[config.mk]
export PLATFORM = sky130hd
export DESIGN_NAME = cfp_norm
export DESIGN_NICKNAME = d
export VERILOG_FILES = /design/src/hw/rtl/cfp_pkg.sv /design/src/hw/rtl/cfp_norm.sv
export SDC_FILE = /design/constraint.sdc
export NUM_CORES = 2
export LEC_CHECK = 0
export BUFFER_PORTS_ARGS = -buffer_cell sky130_fd_sc_hd__buf_2
export CORE_MARGIN = 3
export CORE_UTILIZATION = 55
export CTS_BUF_LIST = sky130_fd_sc_hd__clkbuf_4 sky130_fd_sc_hd__clkbuf_8
export DETAILED_ROUTE_END_ITERATION = 10
export GPL_ROUTABILITY_DRIVEN = 0
export HOLD_SLACK_MARGIN = 0.05
export PLACE_DENSITY = 0.73
export REMOVE_ABC_BUFFERS = 1
export SYNTH_ARGS = -nofsm -noshare
export SYNTH_HDL_FRONTEND = slang
export SYNTH_SLANG_ARGS = --single-unit
[constraint.sdc]
create_clock -name clock -period 15.1 [get_ports clock]
set_clock_uncertainty 0.15 [all_clocks]
set_input_delay 0 -clock clock [delete_from_list [all_inputs] [get_ports clock]]
set_output_delay 0 -clock clock [all_outputs]
set_load 0.1 [all_outputs]
[src/hw/rtl/cfp_pkg.sv]
// Shared types and constants for the centerline frame propagation block.
// Used by cfp_norm, cfp_cross and centerline_frame_propagation_top; no dependencies.

package cfp_pkg;

   localparam int UNIT_FRAC_BITS = 14;
   localparam int UNIT_W         = 16;
   localparam int POS_W          = 32;
   localparam int WIDE_W         = 33;
   localparam int NUM_W          = 31 + UNIT_FRAC_BITS;
   localparam int STEP_W         = $clog2(UNIT_FRAC_BITS + 1);

   localparam logic [UNIT_W-1:0] UNIT_ONE = UNIT_W'(1 << UNIT_FRAC_BITS);

   localparam logic [1:0] STAT_OK       = 2'd0;
   localparam logic [1:0] STAT_FALLBACK = 2'd1;
   localparam logic [1:0] STAT_ZERO     = 2'd2;
   localparam logic [1:0] STAT_SHORT    = 2'd3;

   typedef logic [2:0][POS_W-1:0]  pos_vec_type;
   typedef logic [2:0][WIDE_W-1:0] wide_vec_type;
   typedef logic [2:0][UNIT_W-1:0] unit_vec_type;

   typedef struct packed {
      logic signed [31:0] pos_x;
      logic signed [31:0] pos_y;
      logic signed [31:0] pos_z;
      logic               end_of_line;
   } req_type;

   typedef struct packed {
      logic        [15:0] frame_index;
      logic signed [15:0] axis_x_0;
      logic signed [15:0] axis_x_1;
      logic signed [15:0] axis_x_2;
      logic signed [15:0] axis_y_0;
      logic signed [15:0] axis_y_1;
      logic signed [15:0] axis_y_2;
      logic signed [15:0] tan_0;
      logic signed [15:0] tan_1;
      logic signed [15:0] tan_2;
      logic        [1:0]  status;
      logic               final_frame;
   } rsp_type;

   typedef struct packed {
      logic done;
      logic nonzero;
   } norm_stat_type;

endpackage

[src/hw/rtl/cfp_norm.sv]
// Iterative vector normalizer: scale, sum of squares, bit-serial square root, restoring divide.
// Depends on cfp_pkg.

module cfp_norm (
   input  logic                  clock,
   input  logic                  reset,
   input  logic                  start,
   input  cfp_pkg::wide_vec_type vec_in,
   output cfp_pkg::norm_stat_type stat,
   output cfp_pkg::unit_vec_type unit_out
);

   typedef enum logic [2:0] {N_IDLE, N_SHIFT, N_SQ, N_SQRT, N_DSET, N_DIV} state_type;

   state_type                          state_ff;
   logic [2:0][cfp_pkg::WIDE_W-1:0]    mag_ff;
   logic [2:0]                         neg_ff;
   logic [1:0]                         idx_ff;
   logic [61:0]                        acc_ff;
   logic [61:0]                        res_ff;
   logic [60:0]                        bit_ff;
   logic [cfp_pkg::NUM_W-1:0]          rem_ff;
   logic [cfp_pkg::NUM_W-1:0]          den_ff;
   logic [cfp_pkg::UNIT_FRAC_BITS:0]   q_ff;
   logic [cfp_pkg::STEP_W-1:0]         step_ff;
   logic                               done_ff;
   logic                               nz_ff;
   cfp_pkg::unit_vec_type              unit_ff;

   logic [cfp_pkg::WIDE_W-1:0]         mx;
   logic [29:0]                        msel;
   logic [59:0]                        sq;
   logic [61:0]                        trial;
   logic                               q_bit;
   logic [cfp_pkg::UNIT_FRAC_BITS:0]   q_in;
   logic [cfp_pkg::UNIT_W-1:0]         q_ext;

   always_comb begin
      mx = mag_ff[0];
      if (mag_ff[1] > mx) begin
         mx = mag_ff[1];
      end
      if (mag_ff[2] > mx) begin
         mx = mag_ff[2];
      end
   end

   assign msel  = mag_ff[idx_ff][29:0];
   assign sq    = msel * msel;
   assign trial = res_ff + 62'(bit_ff);
   assign q_bit = (rem_ff >= den_ff);
   assign q_in  = {q_ff[cfp_pkg::UNIT_FRAC_BITS-1:0], q_bit};
   assign q_ext = cfp_pkg::UNIT_W'(q_in);

   always_ff @(posedge clock) begin
      if (reset) begin
         state_ff <= N_IDLE;
         done_ff  <= 1'b0;
         nz_ff    <= 1'b0;
      end else begin
         done_ff <= 1'b0;
         unique case (state_ff)
            N_IDLE: begin
               if (start) begin
                  for (int i = 0; i < 3; i++) begin
                     neg_ff[i] <= vec_in[i][cfp_pkg::WIDE_W-1];
                     mag_ff[i] <= vec_in[i][cfp_pkg::WIDE_W-1] ?
                                  cfp_pkg::WIDE_W'(0) - vec_in[i] : vec_in[i];
                  end
                  state_ff <= N_SHIFT;
               end
            end
            N_SHIFT: begin
               priority if (mx == '0) begin
                  unit_ff  <= '0;
                  nz_ff    <= 1'b0;
                  done_ff  <= 1'b1;
                  state_ff <= N_IDLE;
               end else if (mx[32:30] != 3'd0) begin
                  for (int i = 0; i < 3; i++) mag_ff[i] <= mag_ff[i] >> 1;
               end else if (mx[29:25] == 5'd0) begin
                  for (int i = 0; i < 3; i++) mag_ff[i] <= mag_ff[i] << 4;
               end else if (!mx[29]) begin
                  for (int i = 0; i < 3; i++) mag_ff[i] <= mag_ff[i] << 1;
               end else begin
                  acc_ff   <= '0;
                  idx_ff   <= 2'd0;
                  state_ff <= N_SQ;
               end
            end
            N_SQ: begin
               acc_ff <= acc_ff + 62'(sq);
               idx_ff <= idx_ff + 2'd1;
               if (idx_ff == 2'd2) begin
                  res_ff   <= '0;
                  bit_ff   <= {1'b1, 60'd0};
                  state_ff <= N_SQRT;
               end
            end
            N_SQRT: begin
               if (acc_ff >= trial) begin
                  acc_ff <= acc_ff - trial;
                  res_ff <= (res_ff >> 1) + 62'(bit_ff);
               end else begin
                  res_ff <= res_ff >> 1;
               end
               bit_ff <= bit_ff >> 2;
               if (bit_ff[0]) begin
                  idx_ff   <= 2'd0;
                  state_ff <= N_DSET;
               end
            end
            N_DSET: begin
               rem_ff   <= {cfp_pkg::NUM_W'(msel) << cfp_pkg::UNIT_FRAC_BITS}
                           + cfp_pkg::NUM_W'(res_ff[30:1]);
               den_ff   <= cfp_pkg::NUM_W'(res_ff[30:0]) << cfp_pkg::UNIT_FRAC_BITS;
               q_ff     <= '0;
               step_ff  <= '0;
               state_ff <= N_DIV;
            end
            N_DIV: begin
               if (q_bit) begin
                  rem_ff <= rem_ff - den_ff;
               end
               den_ff  <= den_ff >> 1;
               q_ff    <= q_in;
               step_ff <= step_ff + cfp_pkg::STEP_W'(1);
               if (step_ff == cfp_pkg::STEP_W'(cfp_pkg::UNIT_FRAC_BITS)) begin
                  unit_ff[idx_ff] <= neg_ff[idx_ff] ? cfp_pkg::UNIT_W'(0) - q_ext : q_ext;
                  if (idx_ff == 2'd2) begin
                     nz_ff    <= 1'b1;
                     done_ff  <= 1'b1;
                     state_ff <= N_IDLE;
                  end else begin
                     idx_ff   <= idx_ff + 2'd1;
                     state_ff <= N_DSET;
                  end
               end
            end
            default: state_ff <= N_IDLE;
         endcase
      end
   end

   assign stat.done    = done_ff;
   assign stat.nonzero = nz_ff;
   assign unit_out     = unit_ff;

endmodule

# Word-level counts from Yosys, hierarchy flattened
# Index checks and enable logic that the tools add are counted.
[word_totals]
reg_bits = 450
output_inout_bits = 50
elab_cells = 147
[classes]
reduce_logical = 21
bitwise_logic = 1
multipliers = 1
n_eq_ne = 24
mux = 64
add_sub_neg = 12
n_lt_le_gt_ge = 6
[ops]
columns = ["op", "count"]
rows = [
  ["$mux 99", 5],
  ["$mux 62", 7],
  ["$pmux 99 s2", 1],
  ["$pmux 62 s3", 1],
  ["$pmux 45 s2", 2],
  ["$mux 33", 5],
  ["$pmux 62 s2", 1],
  ["$pmux 61 s2", 1],
  ["$sub 1x33->33 const A", 3],
  ["$mux 48", 2],
  ["$pmux 48 s2", 1],
  ["$bmux 33 s2", 1],
  ["$gt 33x33->1", 2],
  ["$add 61x61->62", 1],
  ["$add 62x60->62", 1],
  ["$add 62x61->62", 1],
  ["$ge 62x62->1", 1],
  ["$sub 62x62->62", 1],
  ["$mux 61", 1],
  ["$mul 30x30->60", 1],
  ["$bwmux 48", 1],
  ["$add 44x30->45", 1],
  ["$ge 45x45->1", 1],
  ["$mux 45", 1],
  ["40 further kinds", 86],
]

# Longest topological paths before layout
[depth]
ltp_word = 9
depth_mapped = 37

# Worst setup path after synthesis
# OpenSTA, ideal clock, no wires.
[synth_timing]
path_type = "register to register"
start = "reg mag_ff[18] (netlist bit)"
end = "reg acc_ff[0], enable pin"
arrival_ps = 11001
setup_slack_ps = 3314
path_stages_with_launch = 24
synth_period_minus_slack_ps = 11786
setup_ps = 635
required_ps = 14315
path_cell_list = "edfxtp_1 -> inv_1 -> ha_1 -> a21o_1 -> a21o_1 -> a21oi_1 -> nor3_1 -> a2111oi_0 -> o21ai_0 -> nand2_1 -> buf_1 -> mux2i_1 -> ha_1 -> nand3_1 -> or3_1 -> nor4_1 -> o311ai_0 -> o211ai_1 -> o21a_1 -> mux2_2 -> clkbuf_1 -> nand4_1 -> nand2_1 -> nor4_1"
[synth_between]
elab_chain_cells = 7
[synth_lines]
columns = ["item", "line_no", "rtl"]
rows = [
  ["from (decl)", "cfp_norm.sv:16", "logic [2:0][cfp_pkg::WIDE_W-1:0] mag_ff;"],
  ["from (signal, indexed assignment)", "cfp_norm.sv:67", "mag_ff[i] <= vec_in[i][cfp_pkg::WIDE_W-1] ?"],
  ["$gt 33x33->1", "cfp_norm.sv:40", "if (mag_ff[1] > mx) begin"],
  ["$mux 33 *", "cfp_norm.sv:40", ""],
  ["$gt 33x33->1", "cfp_norm.sv:43", "if (mag_ff[2] > mx) begin"],
  ["$mux 33 *", "cfp_norm.sv:43", ""],
  ["$logic_not 33->1, or another cell as far along", "cfp_norm.sv:74", "priority if (mx == '0) begin"],
  ["$ne 2x2->1 (no source line)", "n/a", ""],
  ["$reduce_and 7->1 (no source line) *", "n/a", ""],
  ["to (signal assigned)", "cfp_norm.sv:92", "acc_ff <= acc_ff + 62'(sq);"],
  ["to (signal assigned)", "cfp_norm.sv:102", "acc_ff <= acc_ff - trial;"],
  ["to (decl)", "cfp_norm.sv:19", "logic [61:0] acc_ff;"],
]
# Mark *: on every way between the ends. The rest lies on a longest branch, timed or not.
# A chain may end at the register's enable or synchronous reset.

# Final worst setup path
[layout_timing]
start = "reg idx_ff[1]"
end = "reg acc_ff[61] (data pin)"
[layout_between]
elab_chain_cells = 5
[layout_lines]
columns = ["item", "line_no", "rtl"]
rows = [
  ["from (decl)", "cfp_norm.sv:18", "logic [1:0] idx_ff;"],
  ["from (signal assigned)", "cfp_norm.sv:93", "idx_ff <= idx_ff + 2'd1;"],
  ["from (signal assigned)", "cfp_norm.sv:135", "idx_ff <= idx_ff + 2'd1;"],
  ["$bmux 33 s2", "cfp_norm.sv:48", "assign msel = mag_ff[idx_ff][29:0];"],
  ["$mux 30 (implied by the code)", "cfp_norm.sv:48", ""],
  ["$mul 30x30->60", "cfp_norm.sv:49", "assign sq = msel * msel;"],
  ["$add 62x60->62", "cfp_norm.sv:92", ""],
  ["$pmux 62 s3", "cfp_norm.sv:62", "unique case (state_ff)"],
]
# Every way passes these cells. The select of a mux whose other input is x is not followed.

==> results <==
- The launching point of the worst reg2reg path is idx_ff[1]$_SDFFCE_PN0P_.
- For the pin with the worst max-slew slack, the measured transition is 1240 ps.
- In the synthesized netlist the dominant register cell turns out to be sky130_fd_sc_hd__edfxtp_1.
- The async set-or-reset flop fraction in the synthesized netlist is 0%.
- The number of global-route vias before repair came to 52200.
- The count of port buffers added during placement is 151.
- The average wire per standard cell is 22.1 um.
- The total number of placement rows is 121.
- The cell depth of the worst hold path is 3.
- The final-report hold violation count is 0.
- Once the floorplan was initialized, standard cells occupied 55.6% of the core.
- The final critical-path share of the clock period is 71.0%.
- The cell class contributing the biggest share of worst-path delay is adder cells.
- Summed over all nets, the half-perimeter wirelength after detailed placement is 139000 um.
- For this run, the post-layout net count is 8262.
- The floorplan step set the die height to 338 um.
- The initial antenna violation count was 8.
- The required time at the endpoint of the critical path is 15340 ps.
- Measured in cells, the most critical reg-to-reg path has a length of 30.
- The number of CTS-inserted buffers is 73.
- Clock-pin slew was measured on the worst setup and hold paths at 60 ps.
- Setup repair after global routing left no endpoint under its margin.
- The min-delay analysis places its worst path in the category primary input to register.
- The fraction of the mapped netlist area in compound gates is 14.9%.
- The number of maximum-capacitance violations is 0.
- The largest buffer count on any clock path is 3.
- The maximum number of pins on one net before global-route repair is 129.
- The most used cell along the critical path is sky130_fd_sc_hd__fa_1.
- Cells with a size suffix above 1 make up 6.88% of the layout.
- The aggregate routed wire length is 187000 um.
- The final-report max-slew violation count was 0.
- The signal arrival time at the worst endpoint is 10960 ps.
- Once layout is done, the placed cells without fillers occupy roughly 0.066 mm2.
- The xor-xnor portion of the synthesized cell area is 5.83%.
- The placement-stage cell area is 0.0630 mm2.
- Buffers added to address setup during post-CTS repair amount to 0.
- The first-pass GRT wire length is approximately 290000 um.
- The launch instance of the worst min-delay path is reset.
- The cell count after synthesis is 6651.
- TritonCTS built the clock tree.
- After synthesis the cells add up to approximately 0.06 mm2.
- The area fraction in and, or, nand and nor cells after synthesis is 11.9%.
- The type of element launching the critical path is a register.
- Synthesis inferred 420 register bits.
- The full die area is 0.114 mm2.
- In this run the number of H-tree levels came out at 3.
- In this run the remaining antenna-violating nets after routing total 0.
- The root cell of the clock tree is sky130_fd_sc_hd__clkbuf_8.
- The endpoint kind of the worst setup timing path is a register.
- The minimum period implied by the final worst setup slack is 10720 ps.
- After the first detailed-routing iteration, the DRC count stood at 5445.
- The flow ran to the end, and the final reports show no timing, DRC or antenna violations.
- Counting flops with a built-in enable in the synthesized netlist gives 415.
- Across every metal layer, demand over resource in global routing totals 32.8%.
- Measured on the finished design, the core utilization comes to 60.9%.
- The number of top-level design ports is about 150.
- The number of search-and-repair iterations in the first detailed-routing pass is 8.
- Static timing analysis puts the maximum clock frequency at 93.3 MHz.
- The yosys synthesis warning count is 0.
- For the final routed database, the setup TNS stands at 0 ps.
- The average cell area after synthesis is a little over 9 um2.
- The largest individual stage delay along the critical path comes from the cell sky130_fd_sc_hd__clkinv_1.
- Measured along the x axis, the die boundary spans 338 um.
- After synthesis, the largest family of logic cells by area is adder cells.
- The biggest cell delay along the critical path is about 800 ps.
- The critical path is of the register to register type.
- The worst hold path terminates at state_ff[2]$_SDFFE_PP0P_.
- The number of clock sinks seen by CTS is 420.
- Setup violations remaining at the end of the flow were counted as 0.
- The layout has 9131 filler cells.
- The remaining routing DRC violations is 0.
- Together, buffers and inverters on the worst path number 7.
- The endpoint identified for the worst register-to-register timing path is acc_ff[61]$_DFFE_PP_.
- The clock insertion delay at the later pin of the skew report is 710 ps.
- The synthesis-to-finish area growth is 9.58%.
- Summing over every cut layer, the via total after detailed routing is roughly 52000.
- Sequential elements use 20.7% of the synthesized area.
- In this run the tightest slew margin relative to its limit is 17.6%.
- The share of synthesized area spent on multiplexers is 2.81%.
- After global routing the overflow that remains totals 0.
- The largest fanout of any net on the critical path is 36.
- The unique cell type count in the Yosys netlist is 82.
- The via density per instance is a little over 6.
- In this run the standard cell core region covers between 0.1 and 0.15 mm2.
- The count of instances resized after the clock tree is built is 0.
- For flop-to-flop paths, the worst setup slack is around 4400 ps.
- The count of hold-fix buffers inserted at cts is 200.
- The fraction of the mapped netlist area in adder cells is between 30% and 40%.
==> cell type report <==
type,count,area [um2],share of cell area (%)
sequential,420,12600,18.9
antenna,2,5.00,0.00753
multi-input combinational,4897,43300,65.1
timing repair buffer,429,3340,5.03
inverter,1070,4020,6.05
clock buffer,92,1150,1.73
tap,1476,1850,2.78
clock inverter,36,288,0.433
==> cell families after synthesis <==
group,after synthesis
xor gates and xnor gates,404
adders and majority gates,1269
and+or+nand+nor,1610
buffers and inverters,1334
muxes,163
DFF,420
AOI/OAI and AO/OA,1451
==> cells in the mapped netlist, drive strengths merged (7+ instances only) <==
library cell	n	share of area, %
o31ai	48	0.64
and4	14	0.20
a21o	161	2.0
o21bai	48	0.59
clkinv	10	0.062
o22ai	118	1.2
a21oi	353	2.9
xnor2	180	2.6
buf	39	0.28
ha	514	11
nand2b	27	0.28
nand3	75	0.62
mux2	60	1.1
o21ai	387	3.2
a221o	7	0.12
a211oi	68	0.84
xor2	224	3.2
a211o	9	0.13
nand4	70	0.72
nand2	522	3.2
a21boi	14	0.17
or3	35	0.38
mux2i	103	1.7
nor2b	33	0.34
edfxtp	415	21
nor4	39	0.40
inv	1060	6.6
a221oi	20	0.29
or2	13	0.13
clkbuf	225	1.4
a31o	18	0.26
nor3	52	0.43
o211ai	12	0.15
and3	31	0.32
o21a	29	0.36
and2	65	0.67
or4	23	0.28
a31oi	80	0.83
o41ai	15	0.24
nor2	595	3.7
fa	755	25
==> how the worst max path moves through the flow <==
| stage | from | to | depth (start not counted) |
|---|---|---|---|
| after floorplan | mag_ff[18]$_DFFE_PP_ | acc_ff[0]$_DFFE_PP_ | 21 |
| after global placement | idx_ff[1]$_SDFFCE_PN0P_ | acc_ff[61]$_DFFE_PP_ | 30 |
| after detailed placement | idx_ff[1]$_SDFFCE_PN0P_ | acc_ff[61]$_DFFE_PP_ | 30 |
| after CTS | idx_ff[1]$_SDFFCE_PN0P_ | acc_ff[61]$_DFFE_PP_ | 30 |
| after global routing | idx_ff[1]$_SDFFCE_PN0P_ | acc_ff[61]$_DFFE_PP_ | 30 |
| final | idx_ff[1]$_SDFFCE_PN0P_ | acc_ff[61]$_DFFE_PP_ | 30 |
==> registers in the layout, indices dropped and copies added, names as in the netlist <==
register / count
rem_ff: 45
mag_ff: 99
res_ff: 62
done_ff: 1
neg_ff: 3
unit_out: 48
q_ff: 14
state_ff: 3
den_ff: 45
step_ff: 4
idx_ff: 2
acc_ff: 62
bit_ff: 31
nz_ff: 1
==> per-stage QoR <==
| step | std cells | setup WS [ps] | hold slack, ps |
|---|---|---|---|
| 2_1_floorplan | 6387 | 495 | -77.6 |
| 3_3_place_gp | 8092 | 4920 | 174 |
| 3_5_place_dp | 8092 | 4730 | 181 |
| 4_1_cts | 8420 | 4590 | 50.9 |
| 5_1_grt | 8422 | 3990 | 114 |
| 6_report | 8422 | 4380 | 109 |
==> worst register-to-register path: cells and delay by family, from the launching register on <==
kind	cells	cell delay (ps)
compound gates	7	1920
xor+xnor	1	250
fa+ha+maj	9	4320
buf+inv	7	2190
flops	1	340
simple gates	6	1260
==> layer usage <==
| layer | part of all wire, % | routed length (um) | GRT usage, % |
|---|---|---|---|
| met1 | 39 | 73400 | 44.2 |
| met4 | 5.6 | 10500 | 15.3 |
| met5 | 0.025 | 46 | 0 |
| met3 | 11 | 20100 | 7.15 |
| met2 | 44 | 82400 | 50.8 |
==> cell usage in the layout, fill, tap and decap left out, types with 73 or more instances in the layout <==
| cell | netlist | layout |
|---|---|---|
| sky130_fd_sc_hd__a21o_1 | 161 | 161 |
| sky130_fd_sc_hd__a21oi_1 | 353 | 332 |
| sky130_fd_sc_hd__a31oi_1 | 80 | 79 |
| sky130_fd_sc_hd__buf_2 | 13 | 151 |
| sky130_fd_sc_hd__buf_4 | 2 | 78 |
| sky130_fd_sc_hd__clkbuf_8 | 0 | 73 |
| sky130_fd_sc_hd__dlygate4sd3_1 | 0 | 200 |
| sky130_fd_sc_hd__edfxtp_1 | 415 | 415 |
| sky130_fd_sc_hd__fa_1 | 755 | 755 |
| sky130_fd_sc_hd__ha_1 | 514 | 514 |
| sky130_fd_sc_hd__inv_1 | 1060 | 1059 |
| sky130_fd_sc_hd__mux2i_1 | 103 | 102 |
| sky130_fd_sc_hd__nand2_1 | 522 | 521 |
| sky130_fd_sc_hd__nand3_1 | 75 | 74 |
| sky130_fd_sc_hd__nor2_1 | 595 | 593 |
| sky130_fd_sc_hd__o21ai_0 | 380 | 380 |
| sky130_fd_sc_hd__o22ai_1 | 118 | 118 |
| sky130_fd_sc_hd__xnor2_1 | 180 | 180 |
| sky130_fd_sc_hd__xor2_1 | 224 | 224 |
Power is left out: the tool's default activity adds up to more than one toggle a clock period on the data nets, which glitch-free logic cannot reach.
