==> src/hw/rtl/cfp_pkg.sv <==
// Shared types and constants for the centerline frame propagation block.
// Used by cfp_norm, cfp_cross and centerline_frame_propagation_top; no dependencies.

package cfp_pkg;

   localparam int UNIT_FRAC_BITS = 14;
   localparam int UNIT_W         = 16;
   localparam int POS_W          = 32;
   localparam int WIDE_W         = 33;
   localparam int NUM_W          = 31 + UNIT_FRAC_BITS;
   localparam int STEP_W         = $clog2(UNIT_FRAC_BITS + 1);

   localparam logic [UNIT_W-1:0] UNIT_ONE = UNIT_W'(1 << UNIT_FRAC_BITS);

   localparam logic [1:0] STAT_OK       = 2'd0;
   localparam logic [1:0] STAT_FALLBACK = 2'd1;
   localparam logic [1:0] STAT_ZERO     = 2'd2;
   localparam logic [1:0] STAT_SHORT    = 2'd3;

   typedef logic [2:0][POS_W-1:0]  pos_vec_type;
   typedef logic [2:0][WIDE_W-1:0] wide_vec_type;
   typedef logic [2:0][UNIT_W-1:0] unit_vec_type;

   typedef struct packed {
      logic signed [31:0] pos_x;
      logic signed [31:0] pos_y;
      logic signed [31:0] pos_z;
      logic               end_of_line;
   } req_type;

   typedef struct packed {
      logic        [15:0] frame_index;
      logic signed [15:0] axis_x_0;
      logic signed [15:0] axis_x_1;
      logic signed [15:0] axis_x_2;
      logic signed [15:0] axis_y_0;
      logic signed [15:0] axis_y_1;
      logic signed [15:0] axis_y_2;
      logic signed [15:0] tan_0;
      logic signed [15:0] tan_1;
      logic signed [15:0] tan_2;
      logic        [1:0]  status;
      logic               final_frame;
   } rsp_type;

   typedef struct packed {
      logic done;
      logic nonzero;
   } norm_stat_type;

endpackage

==> src/hw/rtl/cfp_cross.sv <==
// Cross product of two unit vectors, computed step by step on one shared 16x16 multiplier.
// Depends on cfp_pkg.

module cfp_cross (
   input  logic                  clock,
   input  logic                  reset,
   input  logic                  start,
   input  cfp_pkg::unit_vec_type a_in,
   input  cfp_pkg::unit_vec_type b_in,
   output logic                  done,
   output cfp_pkg::wide_vec_type r_out
);

   cfp_pkg::unit_vec_type a_ff;
   cfp_pkg::unit_vec_type b_ff;
   cfp_pkg::wide_vec_type r_ff;
   logic [2:0]            step_ff;
   logic                  busy_ff;
   logic                  done_ff;

   logic [1:0]                 a_idx;
   logic [1:0]                 b_idx;
   logic signed [31:0]         prod;
   logic [cfp_pkg::WIDE_W-1:0] prod_w;

   always_comb begin
      unique case (step_ff)
         3'd0: begin a_idx = 2'd1; b_idx = 2'd2; end
         3'd1: begin a_idx = 2'd2; b_idx = 2'd1; end
         3'd2: begin a_idx = 2'd2; b_idx = 2'd0; end
         3'd3: begin a_idx = 2'd0; b_idx = 2'd2; end
         3'd4: begin a_idx = 2'd0; b_idx = 2'd1; end
         3'd5: begin a_idx = 2'd1; b_idx = 2'd0; end
         default: begin a_idx = 2'd0; b_idx = 2'd0; end
      endcase
   end

   assign prod   = $signed(a_ff[a_idx]) * $signed(b_ff[b_idx]);
   assign prod_w = cfp_pkg::WIDE_W'(prod);

   always_ff @(posedge clock) begin
      if (reset) begin
         busy_ff <= 1'b0;
         done_ff <= 1'b0;
         step_ff <= 3'd0;
      end else begin
         done_ff <= 1'b0;
         if (!busy_ff) begin
            if (start) begin
               a_ff    <= a_in;
               b_ff    <= b_in;
               step_ff <= 3'd0;
               busy_ff <= 1'b1;
            end
         end else begin
            if (!step_ff[0]) begin
               r_ff[step_ff[2:1]] <= prod_w;
            end else begin
               r_ff[step_ff[2:1]] <= r_ff[step_ff[2:1]] - prod_w;
            end
            step_ff <= step_ff + 3'd1;
            if (step_ff == 3'd5) begin
               busy_ff <= 1'b0;
               done_ff <= 1'b1;
            end
         end
      end
   end

   assign done  = done_ff;
   assign r_out = r_ff;

endmodule

==> config.mk <==
export PLATFORM = sky130hd
export DESIGN_NAME = cfp_cross
export DESIGN_NICKNAME = d
export VERILOG_FILES = /design/src/hw/rtl/cfp_pkg.sv /design/src/hw/rtl/cfp_cross.sv
export SDC_FILE = /design/constraint.sdc
export NUM_CORES = 1
export LEC_CHECK = 0
export BUFFER_PORTS_ARGS = -buffer_cell sky130_fd_sc_hd__buf_2
export CORE_MARGIN = 8
export CORE_UTILIZATION = 56
export DETAILED_ROUTE_END_ITERATION = 12
export PLACE_DENSITY = 0.79
export RECOVER_POWER = 100
export SLEW_MARGIN = 0
export SYNTH_ARGS = -nofsm -noshare
export SYNTH_HDL_FRONTEND = slang
export SYNTH_SLANG_ARGS = --single-unit
==> constraint.sdc <==
create_clock -name clock -period 10.27 [get_ports clock]
set_input_delay 2.054 -clock clock [delete_from_list [all_inputs] [get_ports clock]]
set_output_delay 2.054 -clock clock [all_outputs]
set_load 0.005 [all_outputs]
Word-level counts from Yosys, hierarchy flattened
Cells that the tools add are included.
Operators by class
  add/sub/neg operators: 2
  multiply operators: 1
  order comparisons: 4
  equal/unequal tests: 5
  multiplexer cells: 19
  bitwise gates (word level): 2
  reductions and logical operators: 10
Operators with widths (number)
  bitwise mux 99 bit: 2
  two-way mux 99 bit: 1
  binary-select mux 33 bit (select 2 bit): 1
  demux 33 bit (select 2 bit): 1
  two-way mux 33 bit: 2
  binary-select mux 16 bit (select 2 bit): 2
  subtractor 33 bit: 1
  multiplier 16 x 16 -> 32 bit: 1
  two-way mux 16 bit: 2
  OR reduction 2 bit: 5
  less-than comparator 2 x 3 -> 1 bit, second input constant: 3
  case mux 2 bit (2 select lines): 2
  == test 3 x 2 -> 1 bit, second input constant: 2
  == test 3 bit, second input constant: 2
  two-way mux 3 bit: 2
  two-way mux 1 bit: 4
  adder 3 x 1 -> 3 bit, second input constant: 1
  == test 3 x 1 -> 1 bit, second input constant: 1
  zero test 3 bit: 1
  AND reduction 3 bit: 1
  greater-or-equal comparator 2 x 1 -> 1 bit, second input constant: 1
  NOT 1 bit: 2
  AND reduction 2 bit: 1
  nonzero test 2 bit: 1
  logical AND 1 bit: 1
Word-level totals
  register bits after elaboration: 200
  input port bits: 99
  output and inout port bits: 100
  word-level logic and storage cells: 55

Depth between registers and ports, before layout
Gate-level depths: netlist of the first run.
  word-level depth: 9
  mapped depth: 42
  mapped depth without buffers: 39

Worst setup path before layout of the first run
OpenSTA, ideal clock, no wires.
  path type: input to register
  start: input reset
  end: register a_ff[0] (netlist bit), enable pin
  library setup time: 0.688 ns
  arrival time: 8.985 ns
  data required time: 9.582 ns
  path slack: 0.597 ns
  stages: 1
  buffers on the path: 0
  cell sequence: nor3b_1
Between the ends
  word-level cells in the longest chain between the ends: 2
Ends and longest elaborated chain
  from (decl): line cfp_cross.sv:6  | input logic reset,
  NOT 1 bit (no line)
  AND reduction 3 bit (no line)
  to (signal assigned): line cfp_cross.sv:50  | a_ff <= a_in;
  to (decl): line cfp_cross.sv:14  | cfp_pkg::unit_vec_type a_ff;
No other way between the ends.
A chain may end at the register's enable or synchronous reset.

Final worst setup path of the first run
  start: register step_ff[0]
  end: register r_ff (netlist bit r_out[96]), data pin
Between the ends
  word-level cells in the longest chain between the ends: 9
  elaborated cells on any way between the ends: 21
  classes of those cells: add/sub: 1; mul: 1; eq/ne: 5; mux: 9; reduce/logical: 5
Ends and longest elaborated chain
  from (decl): line cfp_cross.sv:17  | logic [2:0] step_ff;
  from (signal assigned): line cfp_cross.sv:61  | step_ff <= step_ff + 3'd1;
  == test 3 bit, or another cell as far along: line cfp_cross.sv:27  | unique case (step_ff)
  OR reduction 2 bit (no line)
  case mux 2 bit (2 select lines): line cfp_cross.sv:27
  binary-select mux 16 bit (select 2 bit): line cfp_cross.sv:38  | assign prod = $signed(a_ff[a_idx]) * $signed(b_ff[b_idx]);
  two-way mux 16 bit (implied by the code): line cfp_cross.sv:38
  multiplier 16 x 16 -> 32 bit: line cfp_cross.sv:38
  subtractor 33 bit: line cfp_cross.sv:59  | r_ff[step_ff[2:1]] <= r_ff[step_ff[2:1]] - prod_w;
  bitwise mux 99 bit: line cfp_cross.sv:59
  two-way mux 99 bit (*): line cfp_cross.sv:56  | if (!step_ff[0]) begin
  to (signal, indexed assignment): line cfp_cross.sv:57  | r_ff[step_ff[2:1]] <= prod_w;
  to (signal, indexed assignment): line cfp_cross.sv:59
  to (decl): line cfp_cross.sv:16  | cfp_pkg::wide_vec_type r_ff;
Every way passes the cells marked *; elsewhere a longest branch is shown, timed or not. The select of a mux whose other input is x is not followed.

==> results of run 1 <==
-- worst paths after layout --
kind / startpoint / endpoint / slack [ns] / depth (start not counted)
setup reg to reg: step_ff[0] / r_out[96] / 0.49 / 37
setup / recovery: step_ff[0] / r_out[96] / 0.49 / 37
hold reg to reg: busy_ff / step_ff[1] / 0.64 / 2
hold / removal: busy_ff / step_ff[1] / 0.64 / 2
-- registers in the layout (all words and copies together) (netlist names) --
signal   flops
a_ff        48
done         1
r_out       99
b_ff        48
busy_ff      1
step_ff      3
-- kinds of logic (layout without fill, tap and decap cells) --
| kind of cell | after synthesis | count (layout) | synth area share (%) |
|---|---|---|---|
| AOI/OAI and AO/OA | 290 | 290 | 9.28 |
| buffers and inverters | 370 | 609 | 7.11 |
| DFF | 200 | 200 | 30.4 |
| xor gates and xnor gates | 60 | 60 | 2.75 |
| adders and majority gates | 382 | 382 | 34.5 |
| muxes | 72 | 72 | 3.73 |
| and+or+nand+nor | 577 | 577 | 12.3 |
-- area by class of cell --
| class | count | area share, % |
|---|---|---|
| Inverter | 308 | 5.25 |
| Clock buffer | 18 | 1.94 |
| Timing Repair Buffer | 269 | 6.59 |
| Multi-Input combinational cell | 1381 | 55.9 |
| Tap cell | 455 | 2.58 |
| Clock inverter | 14 | 0.736 |
| Sequential cell | 200 | 27.0 |
-- synthesized netlist by cell type (34+ instances only) --
cell	count	share of area, %
ha_1	119	7.6
xnor2_1	38	1.7
edfxtp_1	195	30
clkbuf_1	52	1.0
nand2_1	207	4.0
a21oi_1	70	1.8
fa_1	263	27
mux2i_1	64	3.3
inv_1	307	5.9
o21ai_0	59	1.5
o21a_1	34	1.3
nor2_1	275	5.3
-- stage by stage --
stage	setup TNS [ns]	cells	worst slack, ns	util, %	hold slack, ns
3_5_place_dp	0	2611	0.313	62.2	0.629
2_1_floorplan	0	1951	0.597	-	0.617
5_1_grt	-0.0656	2645	-0.0221	64.0	0.681
4_1_cts	0	2643	0.253	63.9	0.635
3_3_place_gp	0	2611	0.479	62.2	0.614
6_report	0	2645	0.490	64.0	0.637
-- worst max-delay path: cells and delay by family, from the launching register on --
kind / cells / cell delay, ns
adders and majority gates: 9 / 3.69
DFF: 1 / 0.41
xor gates and xnor gates: 1 / 0.17
AOI/OAI and AO/OA: 14 / 3.17
muxes: 1 / 0.37
buffers and inverters: 9 / 1.10
and+or+nand+nor: 3 / 0.59
-- routing by layer --
layer	GRT usage, %	vias to the layer above	wire (um)
li1	-	6803	-
met1	33.0	7426	21000
met2	44.3	712	26200
met3	5.51	128	4340
met4	10.8	0	2100
met5	0	-	0
-- timing repair --
action / CTS / global route
gates resized for setup: 0 / 28
endpoints found under the setup margin: 0 / 30
setup buffers: 0 / 1
hold buffers: 0 / 0
==> impl_metrics.ini, run 1 <==
[drt]
drt_pass1_iterations = 7
routedWlPerCell_um = 20.3
wl_um = 53600
dr.first_iter.drc_count = 1142
vias_per_cell = 5.70
drcViolationCount = 0
num_vias = 15069
ant_nets = 0

[place]
port_buffers = 198
gp_congestion = 0.987
dp_hpwl_um = 42500
post_dp_cell_area_mm2 = 0.0215

[final_layout]
antenna_cells = 0
layout-drive-gt1-share_pct = 12.8
final_cell_mix = inv_1, nor2_1, fa_1, nand2_1, edfxtp_1
num-fill-cells = 2823
layout_commonest_cell = inv_1
fin_nets = 2658
multi_input_area_mm2 = 0.0124
syn_to_final_growth_pct = 12.8
fin_area_mm2 = 0.0221
regArea_mm2 = 0.00596

[timing]
final-max-slew-violation-count = 48
fin_worst_skew_ns = 0.0122
relSlewSlack_pct = -97.5
max_freq_mhz = 102
rsz0062_at_grt = true
fin_crit_ns = 9.78
fin_crit_sh_pct = 95.2
finalSetupViolations = 0
worst_slew_pin_slew_ns = 2.95
hold_viol = 0

[setup_path]
endpoint_kind = flop
start_kind = flop
required_ns = 10.48
slowest_delay_ns = 0.54
path_max_fanout = 9
worstSetupPathType = reg -> reg
critPathArrivalTime_ns = 9.99
crit_path_frequent_cell = inv_1
cpMaxStageDelayCell = fa_1

[clock_tree]
clock-root-buffer = clkbuf_16
htree_levels = 4
clock_latency_ns = 0.46
clk_pin_slew_ns = 0.07
numCtsBuffers = 17
cts_tree = done
clock_path_buffers = 2
clock_sinks = 200

[hold_path]
hp-class = reg -> reg

[flow_run]
max-cap-violations = 2

[die]
die_y_um = 203
io_pins = 199
fp.dieW_um = 203
initial_core_util_pct = 56.7
core_mm2 = 0.0345
fp.dieArea_mm2 = 0.0412
row_count = 68

[yosys]
yosysSeqAreaShare_pct = 30.4
syn_avg_cell_area_um2 = 10.0
synth_area_mm2 = 0.0196
synth_seq_cells = 200
synth_cells = 1951
synthFlopType = edfxtp_1
post_synth_num_cell_types = 66
synth_fp_nets = 2432
yosysWarnings = 0
async_flop_share_pct = 0
synth-edff-count = 195

[global_routing]
grt_max_degree = 85
antenna_found_initial = 0
grt_overflow = 0
track_usage_pct = 26.4
grt_pass1_vias = 16154
grt_pass1_wl_um = 84900

[status]
violations = capacitance limit, slew limit
outcome = complete, but fails checks
Power of run 1 is not shown: default switching activity piles up to over one toggle a cycle in this logic, so the estimate is an artifact.
==> run 2, diff against run 1 <==
CORE_UTILIZATION = 60   (was 56)
PLACE_DENSITY = 0.81   (was 0.79)
clock period = 11.1 ns   (was 10.27 ns; I/O delays follow)
==> impl_metrics.ini, run 2 (same netlist as run 1, synthesis figures left out) <==
[die]
io_pins = 199
fp.dieArea_mm2 = 0.0387
core_mm2 = 0.0324
initial_core_util_pct = 60.5
row_count = 66
fp.dieW_um = 197
die_y_um = 197

[drt]
ant_nets = 0
num_vias = 14782
vias_per_cell = 5.67
wl_um = 51400
routedWlPerCell_um = 19.7
dr.first_iter.drc_count = 1183
drt_pass1_iterations = 8
drcViolationCount = 0

[global_routing]
grt_pass1_wl_um = 82400
antenna_found_initial = 0
grt_max_degree = 84
grt_pass1_vias = 15771
track_usage_pct = 27.3
grt_overflow = 0

[timing]
fin_crit_ns = 10.47
fin_crit_sh_pct = 94.3
final-max-slew-violation-count = 186
fin_worst_skew_ns = 0.0160
fin_setup_tns_ns = 0
hold_slack_ns = 0.637
finalSetupViolations = 0
hold_viol = 0
rsz0062_at_grt = false
max_freq_mhz = 95.5
worst_slew_pin_slew_ns = 4.24
relSlewSlack_pct = -183

[final_layout]
fin_area_mm2 = 0.0217
syn_to_final_growth_pct = 11.0
fin_nets = 2632
final_cell_mix = inv_1, nor2_1, fa_1, nand2_1, edfxtp_1
antenna_cells = 0
layout-drive-gt1-share_pct = 10.3
layout_commonest_cell = inv_1
largest_reg_flops = 99

[clock_tree]
clock_latency_ns = 0.47
numCtsBuffers = 17
clock_path_buffers = 2
clk_pin_slew_ns = 0.08
hold_buffers = 0
htree_levels = 4
cts_tree = done
clock-root-buffer = clkbuf_16
clock_sinks = 200

[hold_path]
hp-class = reg -> reg
min_from = step_ff[2]

[place]
port_buffers = 198
post_dp_cell_area_mm2 = 0.0213
dp_hpwl_um = 40900
gp_congestion = 0.994

[setup_path]
start_kind = flop
critPathArrivalTime_ns = 10.67
worstSetupPathType = reg -> reg
cpMaxStageDelayCell = o21ai_1
r2r-start = step_ff[0]
slowest_delay_ns = 0.59
crit_path_frequent_cell = fa_1
path_max_fanout = 14
rrSetupSlack_ns = 0.63
endpoint_kind = flop
required_ns = 11.30
cp-startpoint = step_ff[0]

[status]
outcome = complete, but fails checks
violations = capacitance limit, slew limit

[flow_run]
max-cap-violations = 4
run 2: layout make-up:
class                      instances  area (um2)
sequential                       200        5960
multi-input combinational       1381       12300
tap                              442         553
clock inverter                    15         161
inverter                         308        1160
clock buffer                      17         425
timing repair buffer             243        1220
fill                            2594       10600
run 2: final timing paths:
kind                            cells after the start         to
worst max-delay path                               34  r_out[63]
worst min-delay path                                2       done
worst max register to register                     34  r_out[63]
worst min register to register                      2       done
run 2: layer usage:
metal,vias up,global-route usage (%),share of wire [%]
met5,-,0,0
met4,0,9.89,3.3
met2,595,46.6,50
met3,101,5.17,7.4
li1,6755,-,-
met1,7331,34.5,40
run 2: critical path, delay by kind of cell (launching register included):
family	cells	cell delay [ns]
buf+inv	6	0.95
fa+ha+maj	9	3.89
mux	1	0.12
flops	1	0.37
simple gates	4	0.74
compound gates	13	4.02
xor+xnor	1	0.09
run 2: what timing repair did:
item                                    CTS  global route
setup buffers                             0             0
gates resized for setup                   0             3
endpoints found under the setup margin    0             3
run 2: stage by stage:
stage	worst slack [ns]	cells	utilization (%)
5_1_grt	0.0279	2606	67.2
2_1_floorplan	1.26	1951	-
6_report	0.634	2606	67.2
3_3_place_gp	0.829	2574	65.8
4_1_cts	0.569	2606	67.6
3_5_place_dp	0.642	2574	65.8
Power of run 2 is left out for the same reason.
==> run 3, diff against run 2 <==
CORE_UTILIZATION = 55   (was 60)
PLACE_DENSITY = 0.75   (was 0.81)
==> impl_metrics.ini, run 3 (same netlist as run 1, synthesis figures left out) <==
[timing]
fin_crit_ns = 10.67
worst_slew_pin_slew_ns = 4.28
rsz0062_at_grt = false
relSlewSlack_pct = -185
fin_setup_tns_ns = 0
final-max-slew-violation-count = 185
hold_viol = 0
finalSetupViolations = 0
fin_worst_skew_ns = 0.0161
fin_crit_sh_pct = 96.1
max_freq_mhz = 93.7
worst_slack_ns = 0.428

[final_layout]
final_cell_mix = inv_1, nor2_1, fa_1, nand2_1, edfxtp_1
regArea_mm2 = 0.00596
fin_area_mm2 = 0.0218
layout_commonest_cell = inv_1
largest_reg_flops = 99
layout-drive-gt1-share_pct = 10.1
syn_to_final_growth_pct = 11.5
fin_nets = 2646
multi_input_area_mm2 = 0.0123
antenna_cells = 0
num-fill-cells = 2987
final_cells = 2639

[clock_tree]
numCtsBuffers = 17
clock-root-buffer = clkbuf_16
hold_buffers = 0
clk_pin_slew_ns = 0.08
htree_levels = 4
clock_sinks = 200
clock_path_buffers = 2
clock_latency_ns = 0.47
cts_tree = done

[setup_path]
slowest_delay_ns = 0.62
required_ns = 11.30
path_max_fanout = 14
start_kind = flop
crit_path_frequent_cell = fa_1
worstSetupPathType = reg -> reg
critPathArrivalTime_ns = 10.87
cpMaxStageDelayCell = a311oi_1
endpoint_kind = flop

[die]
io_pins = 199
fp.dieArea_mm2 = 0.0419
initial_core_util_pct = 55.5
row_count = 69
core_mm2 = 0.0353
die_y_um = 205
fp.dieW_um = 205

[drt]
num_vias = 14832
drcViolationCount = 0
wl_um = 53300
drt_pass1_iterations = 5
vias_per_cell = 5.62
dr.first_iter.drc_count = 1205
routedWlPerCell_um = 20.2
ant_nets = 0

[global_routing]
grt_pass1_wl_um = 85200
track_usage_pct = 26.4
grt_max_degree = 83
grt_overflow = 0
grt_pass1_vias = 16010
antenna_found_initial = 0

[status]
outcome = complete, but fails checks
violations = capacitance limit, slew limit

[place]
post_dp_cell_area_mm2 = 0.0214
dp_hpwl_um = 42300
dp.cells = 2607
gp_congestion = 0.962
port_buffers = 198
pre_cts_ws_ns = 0.544

[flow_run]
max-cap-violations = 4

[hold_path]
hp-class = reg -> reg
-- run 3: final cells by class --
cell class	instances	area share, %
Multi-Input combinational cell	1381	56.2
Sequential cell	200	27.3
Timing Repair Buffer	257	5.96
Inverter	308	5.29
Tap cell	461	2.64
Clock buffer	17	1.95
Clock inverter	15	0.636
-- run 3: worst paths after layout --
check	startpoint	slack (ns)	depth (start not counted)	to
worst min-delay path	busy_ff	0.63	2	step_ff[0]
worst min register to register	busy_ff	0.63	2	step_ff[0]
worst max-delay path	step_ff[0]	0.43	34	r_out[63]
worst max register to register	step_ff[0]	0.43	34	r_out[63]
-- run 3: routing by layer --
| layer | vias to the layer above | part of all wire (%) | global-route usage (%) |
|---|---|---|---|
| li1 | 6770 | - | - |
| met1 | 7344 | 40 | 34.4 |
| met2 | 608 | 48 | 43.5 |
| met3 | 110 | 7.8 | 4.78 |
| met4 | 0 | 3.4 | 10.1 |
| met5 | - | 0 | 0 |
-- run 3: timing repair --
| action | 4_1_cts | 5_1_grt |
|---|---|---|
| setup endpoints to repair | 0 | 9 |
| hold endpoints to repair | 0 | 0 |
| setup buffers | 0 | 0 |
| gates resized for setup | 0 | 4 |
-- run 3: stage by stage --
step / utilization, % / hold WS, ns
floorplan: - / 0.617
detailed placement: 60.7 / 0.629
global route: 61.9 / 0.697
CTS: 62.3 / 0.643
global placement: 60.7 / 0.606
finish: 61.9 / 0.634
-- run 3: critical path: cells and delay by family (launching register included) --
kind	cells	cell delay, ns
multiplexers	1	0.29
adder cells (fa/ha/maj)	9	4.10
flip-flops	1	0.37
buffers and inverters	6	0.75
AND/OR/NAND/NOR	4	0.81
AO/OA/AOI/OAI	13	3.95
XOR/XNOR	1	0.08
Power of run 3 is left out for the same reason.
